--- src/chained_int_hash_map_top_assert.svh ---
// Assertion macros shared by the hash map RTL.
`ifndef CHAINED_INT_HASH_MAP_TOP_ASSERT_SVH
`define CHAINED_INT_HASH_MAP_TOP_ASSERT_SVH
// Implication checked on every rising clock edge outside reset.
`define CHM_ASSERT_IMP(label, clk, rst_n, ante, cons) \
    label: assert property (@(posedge clk) disable iff (!rst_n) (ante) |-> (cons)) \
        else $error("assertion failed");
// Next-cycle implication checked outside reset.
`define CHM_ASSERT_NEXT(label, clk, rst_n, ante, cons) \
    label: assert property (@(posedge clk) disable iff (!rst_n) (ante) |=> (cons)) \
        else $error("assertion failed");
`endif

--- src/chm_pkg.sv ---
// ----------------------------------------------------------------------------
// chm_pkg: shared types and constants of the chained hash map
// Holds the sizes, the request kinds, status codes and the sequencer states.
// ----------------------------------------------------------------------------
`default_nettype none
package chm_pkg;
    localparam int BUCKETS = 64;
    localparam int ENTRIES = 64;
    localparam int BW = $clog2(BUCKETS);
    localparam int EW = $clog2(ENTRIES);
    localparam logic [6:0] NO_ENTRY = 7'd127;
    localparam logic [6:0] MAX_OUT = 7'd64;

    typedef enum logic [2:0] {
        K_LOOKUP = 3'd0, K_UPDATE = 3'd1, K_STORE = 3'd2, K_SEARCH = 3'd3, K_DUMP = 3'd4
    } t_kind;

    localparam logic [1:0] ST_ABSENT  = 2'd0;
    localparam logic [1:0] ST_PRESENT = 2'd1;
    localparam logic [1:0] ST_FULL    = 2'd2;

    typedef enum logic [3:0] {
        S_IDLE, S_DIV, S_HEAD, S_CHAIN, S_WALK_B, S_WALK_H, S_WALK_E, S_OUT, S_EMPTY
    } t_state;

    // Divider handshake between the sequencer and the modulo unit.
    typedef struct packed {
        logic        start;
        logic [31:0] mag;
        logic [6:0]  div;
    } t_div_req;

    typedef struct packed {
        logic          done;
        logic [BW-1:0] rem;
    } t_div_rsp;
endpackage
`default_nettype wire

--- src/chm_mod.sv ---
// ----------------------------------------------------------------------------
// chm_mod: bit-serial modulo unit
// Computes a 32-bit magnitude modulo a 7-bit divisor, one quotient bit per cycle.
// ----------------------------------------------------------------------------
`default_nettype none
module chm_mod import chm_pkg::*; (
    input  wire logic     i_clk,
    input  wire logic     i_rst_n,
    input  wire t_div_req i_req,
    output t_div_rsp      o_rsp
);
    logic        r_busy, n_busy;
    logic [5:0]  r_cnt, n_cnt;
    logic [31:0] r_num, n_num;
    logic [7:0]  r_rem, n_rem;
    logic [6:0]  r_div, n_div;
    logic        r_done, n_done;
    logic [7:0]  w_sh;

    // One restoring step per cycle, top bit of the magnitude first.
    always_comb begin
        n_busy = r_busy; n_cnt = r_cnt; n_num = r_num; n_rem = r_rem;
        n_div = r_div; n_done = 1'b0;
        w_sh = {r_rem[6:0], r_num[31]};
        if (i_req.start) begin
            n_busy = 1'b1; n_cnt = 6'd0; n_num = i_req.mag; n_rem = 8'd0;
            n_div = i_req.div;
        end else if (r_busy) begin
            n_num = {r_num[30:0], 1'b0};
            n_rem = (w_sh >= {1'b0, r_div}) ? w_sh - {1'b0, r_div} : w_sh;
            n_cnt = r_cnt + 6'd1;
            if (r_cnt == 6'd31) begin
                n_busy = 1'b0; n_done = 1'b1;
            end
        end
    end

    always_ff @(posedge i_clk) begin
        if (!i_rst_n) begin
            r_busy <= 1'b0; r_done <= 1'b0; r_cnt <= '0;
        end else begin
            r_busy <= n_busy; r_done <= n_done; r_cnt <= n_cnt;
        end
        r_num <= n_num; r_rem <= n_rem; r_div <= n_div;
    end

    assign o_rsp.done = r_done;
    assign o_rsp.rem  = r_rem[BW-1:0];
endmodule
`default_nettype wire

--- src/chained_int_hash_map_top.sv ---
// ----------------------------------------------------------------------------
// chained_int_hash_map_top: separately chained integer hash map
// Sequencer over a bucket-head memory and an entry memory.
// ----------------------------------------------------------------------------
// One request is taken at a time, and a new one is only accepted once the
// final result of the previous one has been taken. A lookup, update or store
// is accepted, runs through the bit-serial modulo unit, reads the bucket head
// and then reads each chain entry visited from the registered entry memory,
// with a final check when the chain ends without a match, then goes to the
// output state. Search and dump read the head of each bucket walked and then
// each of its entries, and a match waits while the previous result
// transaction is stalled. After reset the bucket heads are swept to empty,
// one per cycle until every bucket is cleared, and no transaction is accepted.
`default_nettype none
`include "chained_int_hash_map_top_assert.svh"
module chained_int_hash_map_top import chm_pkg::*; (
    input  wire logic        i_clk,
    input  wire logic        i_rst_n,
    input  wire logic        i_valid,
    output logic             o_stall,
    input  wire logic [2:0]  i_kind,
    input  wire logic [31:0] i_key,
    input  wire logic [31:0] i_value,
    output logic             o_valid,
    input  wire logic        i_stall,
    output logic [1:0]       o_status,
    output logic             o_found,
    output logic [31:0]      o_out_key,
    output logic [31:0]      o_out_data,
    output logic             o_last,
    input  wire logic        psel,
    input  wire logic        penable,
    input  wire logic        pwrite,
    input  wire logic [1:0]  paddr,
    input  wire logic [31:0] pwdata,
    output logic [31:0]      prdata,
    output logic             pready
);
    localparam logic [1:0] REG_BCOUNT = 2'd0;

    // Memories.
    logic [6:0]  m_head [BUCKETS];
    logic [31:0] m_key  [ENTRIES];
    logic [31:0] m_val  [ENTRIES];
    logic [6:0]  m_next [ENTRIES];

    t_state      r_st, n_st;
    logic [6:0]  r_bcnt;
    logic        r_clr;
    logic [BW:0] r_clr_i;
    logic [6:0]  r_used, n_used;
    t_kind       r_kind, n_kind;
    logic [31:0] r_key, n_key, r_val, n_val;
    logic [BW-1:0] r_b, n_b;
    logic [6:0]  r_e, n_e, r_tail, n_tail;
    logic [6:0]  r_steps, n_steps, r_cnt, n_cnt;
    logic        r_ov, n_ov;
    logic [1:0]  r_ostat, n_ostat;
    logic        r_ofound, n_ofound, r_olast, n_olast;
    logic [31:0] r_okey, n_okey, r_odata, n_odata;
    logic [31:0] r_hkey, n_hkey, r_hdata, n_hdata;
    logic        r_ph, n_ph;
    logic [6:0]  r_rd_head;
    logic [31:0] r_rd_key, r_rd_val;
    logic [6:0]  r_rd_next;
    logic        hw_en, ew_en, vw_en, nw_en;
    logic [BW-1:0] hw_a, hr_a;
    logic [6:0]  hw_d, nw_d;
    logic [EW-1:0] ew_a, vw_a, nw_a, er_a;
    logic [31:0] vw_d;
    logic [6:0]  eff;
    t_div_req    w_dreq;
    t_div_rsp    w_drsp;
    logic        acc_in, ev;

    assign pready = 1'b1;
    assign prdata = {25'd0, r_bcnt};
    assign eff = (r_bcnt == 7'd0) ? 7'd1 : (r_bcnt > 7'(BUCKETS)) ? 7'(BUCKETS) : r_bcnt;
    assign o_stall = (r_st != S_IDLE) || r_clr || r_ov;
    assign acc_in = i_valid && !o_stall;
    assign o_valid = r_ov;
    assign o_status = r_ostat; assign o_found = r_ofound;
    assign o_out_key = r_okey; assign o_out_data = r_odata; assign o_last = r_olast;
    assign ev = (r_e < 7'(ENTRIES)) && (r_e < r_used) && (r_steps < 7'(ENTRIES));

    chm_mod u_mod (.i_clk(i_clk), .i_rst_n(i_rst_n), .i_req(w_dreq), .o_rsp(w_drsp));

    // Memory ports, registered reads.
    always_ff @(posedge i_clk) begin
        if (hw_en) m_head[hw_a] <= hw_d;
        if (ew_en) m_key[ew_a] <= r_key;
        if (vw_en) m_val[vw_a] <= vw_d;
        if (nw_en) m_next[nw_a] <= nw_d;
        r_rd_head <= m_head[hr_a];
        r_rd_key <= m_key[er_a]; r_rd_val <= m_val[er_a]; r_rd_next <= m_next[er_a];
    end

    // Sequencer.
    always_comb begin
        n_st = r_st; n_used = r_used; n_kind = r_kind; n_key = r_key; n_val = r_val;
        n_b = r_b; n_e = r_e; n_tail = r_tail; n_steps = r_steps; n_cnt = r_cnt;
        n_ov = r_ov; n_ostat = r_ostat; n_ofound = r_ofound; n_olast = r_olast;
        n_okey = r_okey; n_odata = r_odata; n_ph = r_ph;
        n_hkey = r_hkey; n_hdata = r_hdata;
        hw_en = r_clr; hw_a = r_clr_i[BW-1:0]; hw_d = NO_ENTRY;
        ew_en = 1'b0; vw_en = 1'b0; nw_en = 1'b0;
        ew_a = r_used[EW-1:0]; vw_a = r_used[EW-1:0]; vw_d = r_val;
        nw_a = r_used[EW-1:0]; nw_d = NO_ENTRY;
        hr_a = r_b; er_a = r_e[EW-1:0];
        w_dreq.start = 1'b0;
        w_dreq.mag = r_key[31] ? 32'd0 - r_key : r_key;
        w_dreq.div = eff;
        if (r_ov && !i_stall) n_ov = 1'b0;
        case (r_st)
            S_IDLE: begin
                if (acc_in) begin
                    n_kind = t_kind'(i_kind); n_key = i_key; n_val = i_value;
                    n_steps = '0; n_tail = NO_ENTRY; n_cnt = '0; n_ph = 1'b0;
                    case (i_kind)
                        K_LOOKUP, K_UPDATE, K_STORE: n_st = S_DIV;
                        K_SEARCH, K_DUMP: begin
                            n_b = BW'(eff - 7'd1); n_st = S_WALK_B;
                        end
                        default: begin
                            n_key = '0; n_st = S_EMPTY;
                        end
                    endcase
                end
            end
            S_DIV: begin
                w_dreq.start = !r_ph; n_ph = 1'b1;
                if (w_drsp.done) begin
                    n_b = w_drsp.rem; n_ph = 1'b0; n_st = S_HEAD;
                end
            end
            S_HEAD: begin
                hr_a = r_b;
                if (r_ph) begin
                    n_e = r_rd_head; n_ph = 1'b0; n_st = S_CHAIN;
                end else n_ph = 1'b1;
            end
            S_CHAIN: begin
                if (!r_ph) begin
                    if (ev) n_ph = 1'b1;
                    else begin
                        // Key absent.
                        n_okey = r_key; n_olast = 1'b1; n_st = S_OUT;
                        n_ostat = ST_ABSENT; n_ofound = 1'b0; n_odata = '0;
                        if (r_kind == K_STORE) begin
                            if (r_used >= 7'(ENTRIES)) n_ostat = ST_FULL;
                            else begin
                                n_ofound = 1'b1; n_odata = r_val;
                                ew_en = 1'b1; vw_en = 1'b1; nw_en = 1'b1;
                                n_used = r_used + 7'd1;
                                if (r_tail == NO_ENTRY) begin
                                    hw_en = 1'b1; hw_a = r_b; hw_d = r_used;
                                end
                            end
                        end
                    end
                end else begin
                    n_ph = 1'b0;
                    if (r_rd_key == r_key) begin
                        n_okey = r_key; n_olast = 1'b1; n_st = S_OUT;
                        n_ostat = ST_PRESENT; n_ofound = 1'b1; n_odata = r_rd_val;
                        if (r_kind != K_LOOKUP) begin
                            vw_en = 1'b1; vw_a = r_e[EW-1:0]; n_odata = r_val;
                        end
                    end else begin
                        n_tail = r_e; n_e = r_rd_next; n_steps = r_steps + 7'd1;
                    end
                end
            end
            S_WALK_B: begin
                hr_a = r_b;
                if (r_ph) begin
                    n_e = r_rd_head; n_steps = '0; n_ph = 1'b0; n_st = S_WALK_E;
                end else n_ph = 1'b1;
            end
            S_WALK_E: begin
                if (!r_ph) begin
                    if (ev) n_ph = 1'b1;
                    else if (r_b == '0) begin
                        if (r_cnt == '0) begin
                            n_key = '0; n_st = S_EMPTY;
                        end else begin
                            n_st = S_OUT;
                        end
                    end else begin
                        n_b = r_b - BW'(1); n_st = S_WALK_B;
                    end
                end else if (!r_ov || !i_stall) begin
                    n_ph = 1'b0; n_e = r_rd_next; n_steps = r_steps + 7'd1;
                    if (((r_kind == K_DUMP) || r_rd_val == r_val) && r_cnt < MAX_OUT) begin
                        // The held match goes out once a later one shows it is not the last.
                        if (r_cnt != '0) begin
                            n_ov = 1'b1;
                            n_ostat = ST_PRESENT; n_ofound = 1'b1; n_olast = 1'b0;
                            n_okey = r_hkey; n_odata = r_hdata;
                        end
                        n_cnt = r_cnt + 7'd1;
                        n_hkey = r_rd_key; n_hdata = r_rd_val;
                    end
                end
            end
            S_EMPTY: begin
                n_ostat = ST_ABSENT; n_ofound = 1'b0; n_okey = '0; n_odata = '0;
                n_olast = 1'b1; n_st = S_OUT;
            end
            S_OUT: begin
                if (!r_ov || !i_stall) begin
                    n_ov = 1'b1; n_st = S_IDLE;
                    // The held match of a walk is its final result.
                    if (((r_kind == K_SEARCH) || (r_kind == K_DUMP)) && (r_cnt != '0)) begin
                        n_ostat = ST_PRESENT; n_ofound = 1'b1; n_olast = 1'b1;
                        n_okey = r_hkey; n_odata = r_hdata;
                    end
                end
                // Link a newly stored entry behind the old tail of its chain.
                if ((r_kind == K_STORE) && (r_ostat == ST_ABSENT) && r_ofound
                    && (r_tail != NO_ENTRY)) begin
                    nw_en = 1'b1; nw_a = r_tail[EW-1:0]; nw_d = r_used - 7'd1;
                end
            end
            default: n_st = S_IDLE;
        endcase
    end

    always_ff @(posedge i_clk) begin
        if (!i_rst_n) begin
            r_st <= S_IDLE; r_bcnt <= 7'(BUCKETS); r_used <= '0; r_ov <= 1'b0;
            r_clr <= 1'b1; r_clr_i <= '0; r_ph <= 1'b0;
        end else begin
            r_st <= n_st; r_used <= n_used; r_ov <= n_ov; r_ph <= n_ph;
            if (psel && penable && pwrite && pready && paddr == REG_BCOUNT)
                r_bcnt <= pwdata[6:0];
            if (r_clr) begin
                r_clr_i <= r_clr_i + 1'b1;
                if (r_clr_i == (BW+1)'(BUCKETS - 1)) r_clr <= 1'b0;
            end
        end
        r_kind <= n_kind; r_key <= n_key; r_val <= n_val; r_b <= n_b; r_e <= n_e;
        r_tail <= n_tail; r_steps <= n_steps; r_cnt <= n_cnt;
        r_ostat <= n_ostat; r_ofound <= n_ofound; r_olast <= n_olast;
        r_okey <= n_okey; r_odata <= n_odata;
        r_hkey <= n_hkey; r_hdata <= n_hdata;
    end

    `CHM_ASSERT_IMP(a_no_acc_busy, i_clk, i_rst_n, r_st != S_IDLE, !acc_in)
    `CHM_ASSERT_IMP(a_used_bound, i_clk, i_rst_n, 1'b1, r_used <= 7'(ENTRIES))
    `CHM_ASSERT_NEXT(a_out_hold, i_clk, i_rst_n, r_ov && i_stall, r_ov && $stable(r_okey))
endmodule
`default_nettype wire
--- config.mk ---
export PLATFORM = sky130hd
export DESIGN_NAME = chained_int_hash_map_top
export DESIGN_NICKNAME = d
export VERILOG_FILES = /design/src/chm_pkg.sv /design/src/chm_mod.sv /design/src/chained_int_hash_map_top.sv
export VERILOG_INCLUDE_DIRS = /design/src /design/src/src
export SDC_FILE = /design/constraint.sdc
export NUM_CORES = 2
export LEC_CHECK = 0
export BUFFER_PORTS_ARGS = -buffer_cell sky130_fd_sc_hd__buf_2
export CAP_MARGIN = 10
export CORE_UTILIZATION = 45
export CTS_CLUSTER_SIZE = 30
export DETAILED_ROUTE_END_ITERATION = 12
export SYNTH_ARGS = -nofsm -noshare
export SYNTH_HDL_FRONTEND = slang
export SYNTH_MEMORY_MAX_BITS = 65536
export SYNTH_SLANG_ARGS = --single-unit
--- constraint.sdc ---
create_clock -name i_clk -period 6.7 [get_ports i_clk]
set_input_delay 1.34 -clock i_clk [delete_from_list [all_inputs] [get_ports i_clk]]
set_output_delay 1.34 -clock i_clk [all_outputs]
set_load 0.02 [all_outputs]
==> results.py <==
metrics = {
    "cts": {
        "cts_resized": 0,
        "htreeDepth": 6,
        "cts_tree": "yes",
        "cts_buffers": 547,
        "clock_latency_ps": 1060,
        "post_cts_buffers": 0,
        "cts-root-buf": "clkbuf_16",
        "path_clk_slew_ps": 60,
        "cts.sinks": 5385,
        "cts_hold_buf": 0,
        "cts_buffer_depth": 4,
    },
    "global_routing": {
        "grt_pass1_vias": 97600,
        "grt_max_degree": 172,
        "antenna_found_initial": 64,
        "grt.total_usage_pct": 22.0,
        "use_met2_pct": 36.9,
        "grtUsageMet1_pct": 30.7,
        "top_usage_layer": "met2",
        "gr-usage-met3_pct": 3.34,
        "overflow": 0,
        "grt_pass1_wl_um": 729000,
    },
    "timing": {
        "tightest_slew_ps": 1250,
        "rsz0062_at_grt": "false",
        "fin_crit_sh_pct": 83.7,
        "setup-tns-final_ps": 0,
        "hold_viol": 0,
        "period_needed_ps": 5610,
        "final_max_slew_viol_count": 0,
        "timing.final.ws_setup_ps": 1090,
        "skew_ps": 36.9,
        "fmax_mhz": 178,
        "setup_viol": 0,
        "relSlewSlack_pct": 16.0,
    },
    "outcome": {
        "status": "finished clean",
    },
    "placement": {
        "dpl_cell_area_um2": 217000,
        "gp_congestion": 0.815,
        "portBuffers": 159,
        "hpwl_um": 295000,
        "pre_cts_slack_ps": 1260,
    },
    "synth": {
        "synth_edf_count": 5264,
        "synth_top_cell_area_share_pct": 76.4,
        "ys_seq_elements": 5385,
        "synth_top_area_cell": "edfxtp_1",
        "yosysMostFrequentCell": "edfxtp_1",
        "synthCells": 8782,
        "yosysSeqAreaShare_pct": 77.6,
        "synth.distinct_cells": 81,
        "synth_common_cells": "edfxtp_1 (5,264), mux4_2 (1,638), clkbuf_1 (331), nor2_1 (285), nand2_1 (140)",
        "synth_area_leaders": "edfxtp_1 (76%), mux4_2 (18%), dfxtp_1 (1.2%)",
        "syn_area_um2": 207000,
        "ys_async_sr_fraction_pct": 0,
        "synth_ff_type": "edfxtp_1",
        "avgSynthCellArea_um2": 23.6,
        "yosys_warnings": 0,
    },
    "drt": {
        "drt_first_pass_iters": 6,
        "drt_iter0_markers": 11300,
        "vias": 95000,
        "drc": 0,
        "avgRoutedWirePerCell_um": 32.3,
        "drtAntennaViolNets": 0,
        "drt-vias-per-instance": 5.97,
        "wirelength_um": 513000,
    },
    "layout": {
        "seq_area_um2": 160000,
        "area_growth_pct": 13.4,
        "fillers": 35000,
        "multi_input_area_um2": 45200,
        "final_cell_area_um2": 234000,
        "layout-drive-gt1-share_pct": 31.4,
        "nets": 9461,
    },
    "critical_path": {
        "critPathKind": "reg2reg",
        "worstPathArrival_ps": 6320,
        "required_ps": 7410,
        "critPathCaptureType": "register",
        "startpoint_type": "register",
        "cp_max_fo": 27,
    },
    "floorplanning": {
        "die_y_um": 680,
        "start_util_pct": 45.3,
        "fp-row-count": 248,
        "ioPinCount": 211,
        "coreArea_um2": 457000,
        "dieArea_um2": 462000,
        "die_x_um": 680,
    },
    "run": {
        "maxCapViolCount": 0,
    },
    "power": {
        "ir_drop_v": 0.000311,
        "power_density_nw_per_um2": 332,
        "p_leak_nw": 75.1,
    },
    "worst_hold_path": {
        "hold_class": "reg2reg",
    },
}
## cells in the final DEF, fill, tap and decap left out, drive strengths merged, types with 9 or more instances in the layout
cell / n
clkinvlp: 13
nand2: 140
nand2b: 16
dfxtp: 121
clkinv: 197
mux4: 1638
nor4: 17
buf: 471
nand4: 25
ha: 22
a21oi: 79
or4: 10
inv: 69
and2: 38
nand3: 39
nor2: 285
edfxtp: 5264
a22o: 30
xnor2: 54
mux2: 17
nor3: 85
a22oi: 9
o21ai: 102
or3: 10
diode: 28
clkbuf: 709
and3: 32
bufinv: 33
nor2b: 15
conb: 26
xor2: 71
mux2i: 29
## per-stage QoR
stage	hold WS (ps)	power, mW	utilization, %	instances
final	447	77.8	51.3	15900
after CTS	384	78.4	51.3	15900
after detailed placement	439	49.0	47.5	14900
after global placement	436	48.7	47.5	14900
after floorplan	428	45.5	-	8806
after global routing	436	80.1	51.3	15900
## cell type report
cell class | count | area share (%)
sequential | 5385 | 68.4
multi-input combinational | 2881 | 19.3
clock buffer | 709 | 6.32
tap | 6125 | 3.27
timing repair buffer | 471 | 1.57
clock inverter | 268 | 1.02
inverter | 44 | 0.0715
antenna | 28 | 0.0299
## worst paths after layout
check | from | end | slack [ps] | depth (start not counted)
max reg2reg | r_key[11] | m_val[43][3] | 1090 | 9
max | r_key[11] | m_val[43][3] | 1090 | 9
min | r_rd_key[23] | r_hkey[23] | 450 | 0
min reg2reg | r_rd_key[23] | r_hkey[23] | 450 | 0
## kinds of logic (layout without fill, tap and decap cells)
kind of cell | Yosys count | after routing | share of synthesized area, %
AO/OA/AOI/OAI | 285 | 285 | 0.883
flip-flops | 5385 | 5385 | 77.6
AND/OR/NAND/NOR | 738 | 738 | 1.69
buffers and inverters | 540 | 1492 | 1.09
adder cells (fa/ha/maj) | 23 | 23 | 0.143
multiplexers | 1684 | 1684 | 18.1
other | 2 | 54 | 0.00363
XOR/XNOR | 125 | 125 | 0.529
## report_power, final
| group | switching, mW | internal [mW] |
|---|---|---|
| Sequential | 0.450 | 39.3 |
| Combinational | 5.74 | 2.77 |
| Clock | 12.7 | 16.9 |
## sequential cells by signal, indices dropped and copies added, names as in the netlist, 32 cells and up
| register | flops |
|---|---|
| r_rd_key | 32 |
| m_head | 448 |
| o_out_data | 32 |
| m_key | 2048 |
| r_hdata | 32 |
| m_val | 2048 |
| m_next | 448 |
| o_out_key | 32 |
| r_val | 32 |
| r_hkey | 32 |
| r_rd_val | 32 |
| u_mod.r_num | 32 |
| r_key | 32 |
## worst max-delay path, stage by stage (launching register included)
cell and delay [ps]:
edfxtp_1 360, buf_4 230, xor2_1 190, nor4_1 670, nand4_1 750, or4_1 1070, or2_1 380, o32a_1 480
nor3_2 740, buf_12 310
## per-layer routing
| layer | up-vias | routed length [um] |
|---|---|---|
| li1 | 38700 | - |
| met1 | 51800 | 205000 |
| met2 | 3821 | 258000 |
| met3 | 689 | 37400 |
| met4 | 6 | 12500 |
| met5 | - | 41 |
Power figures use the tool's default switching activity.
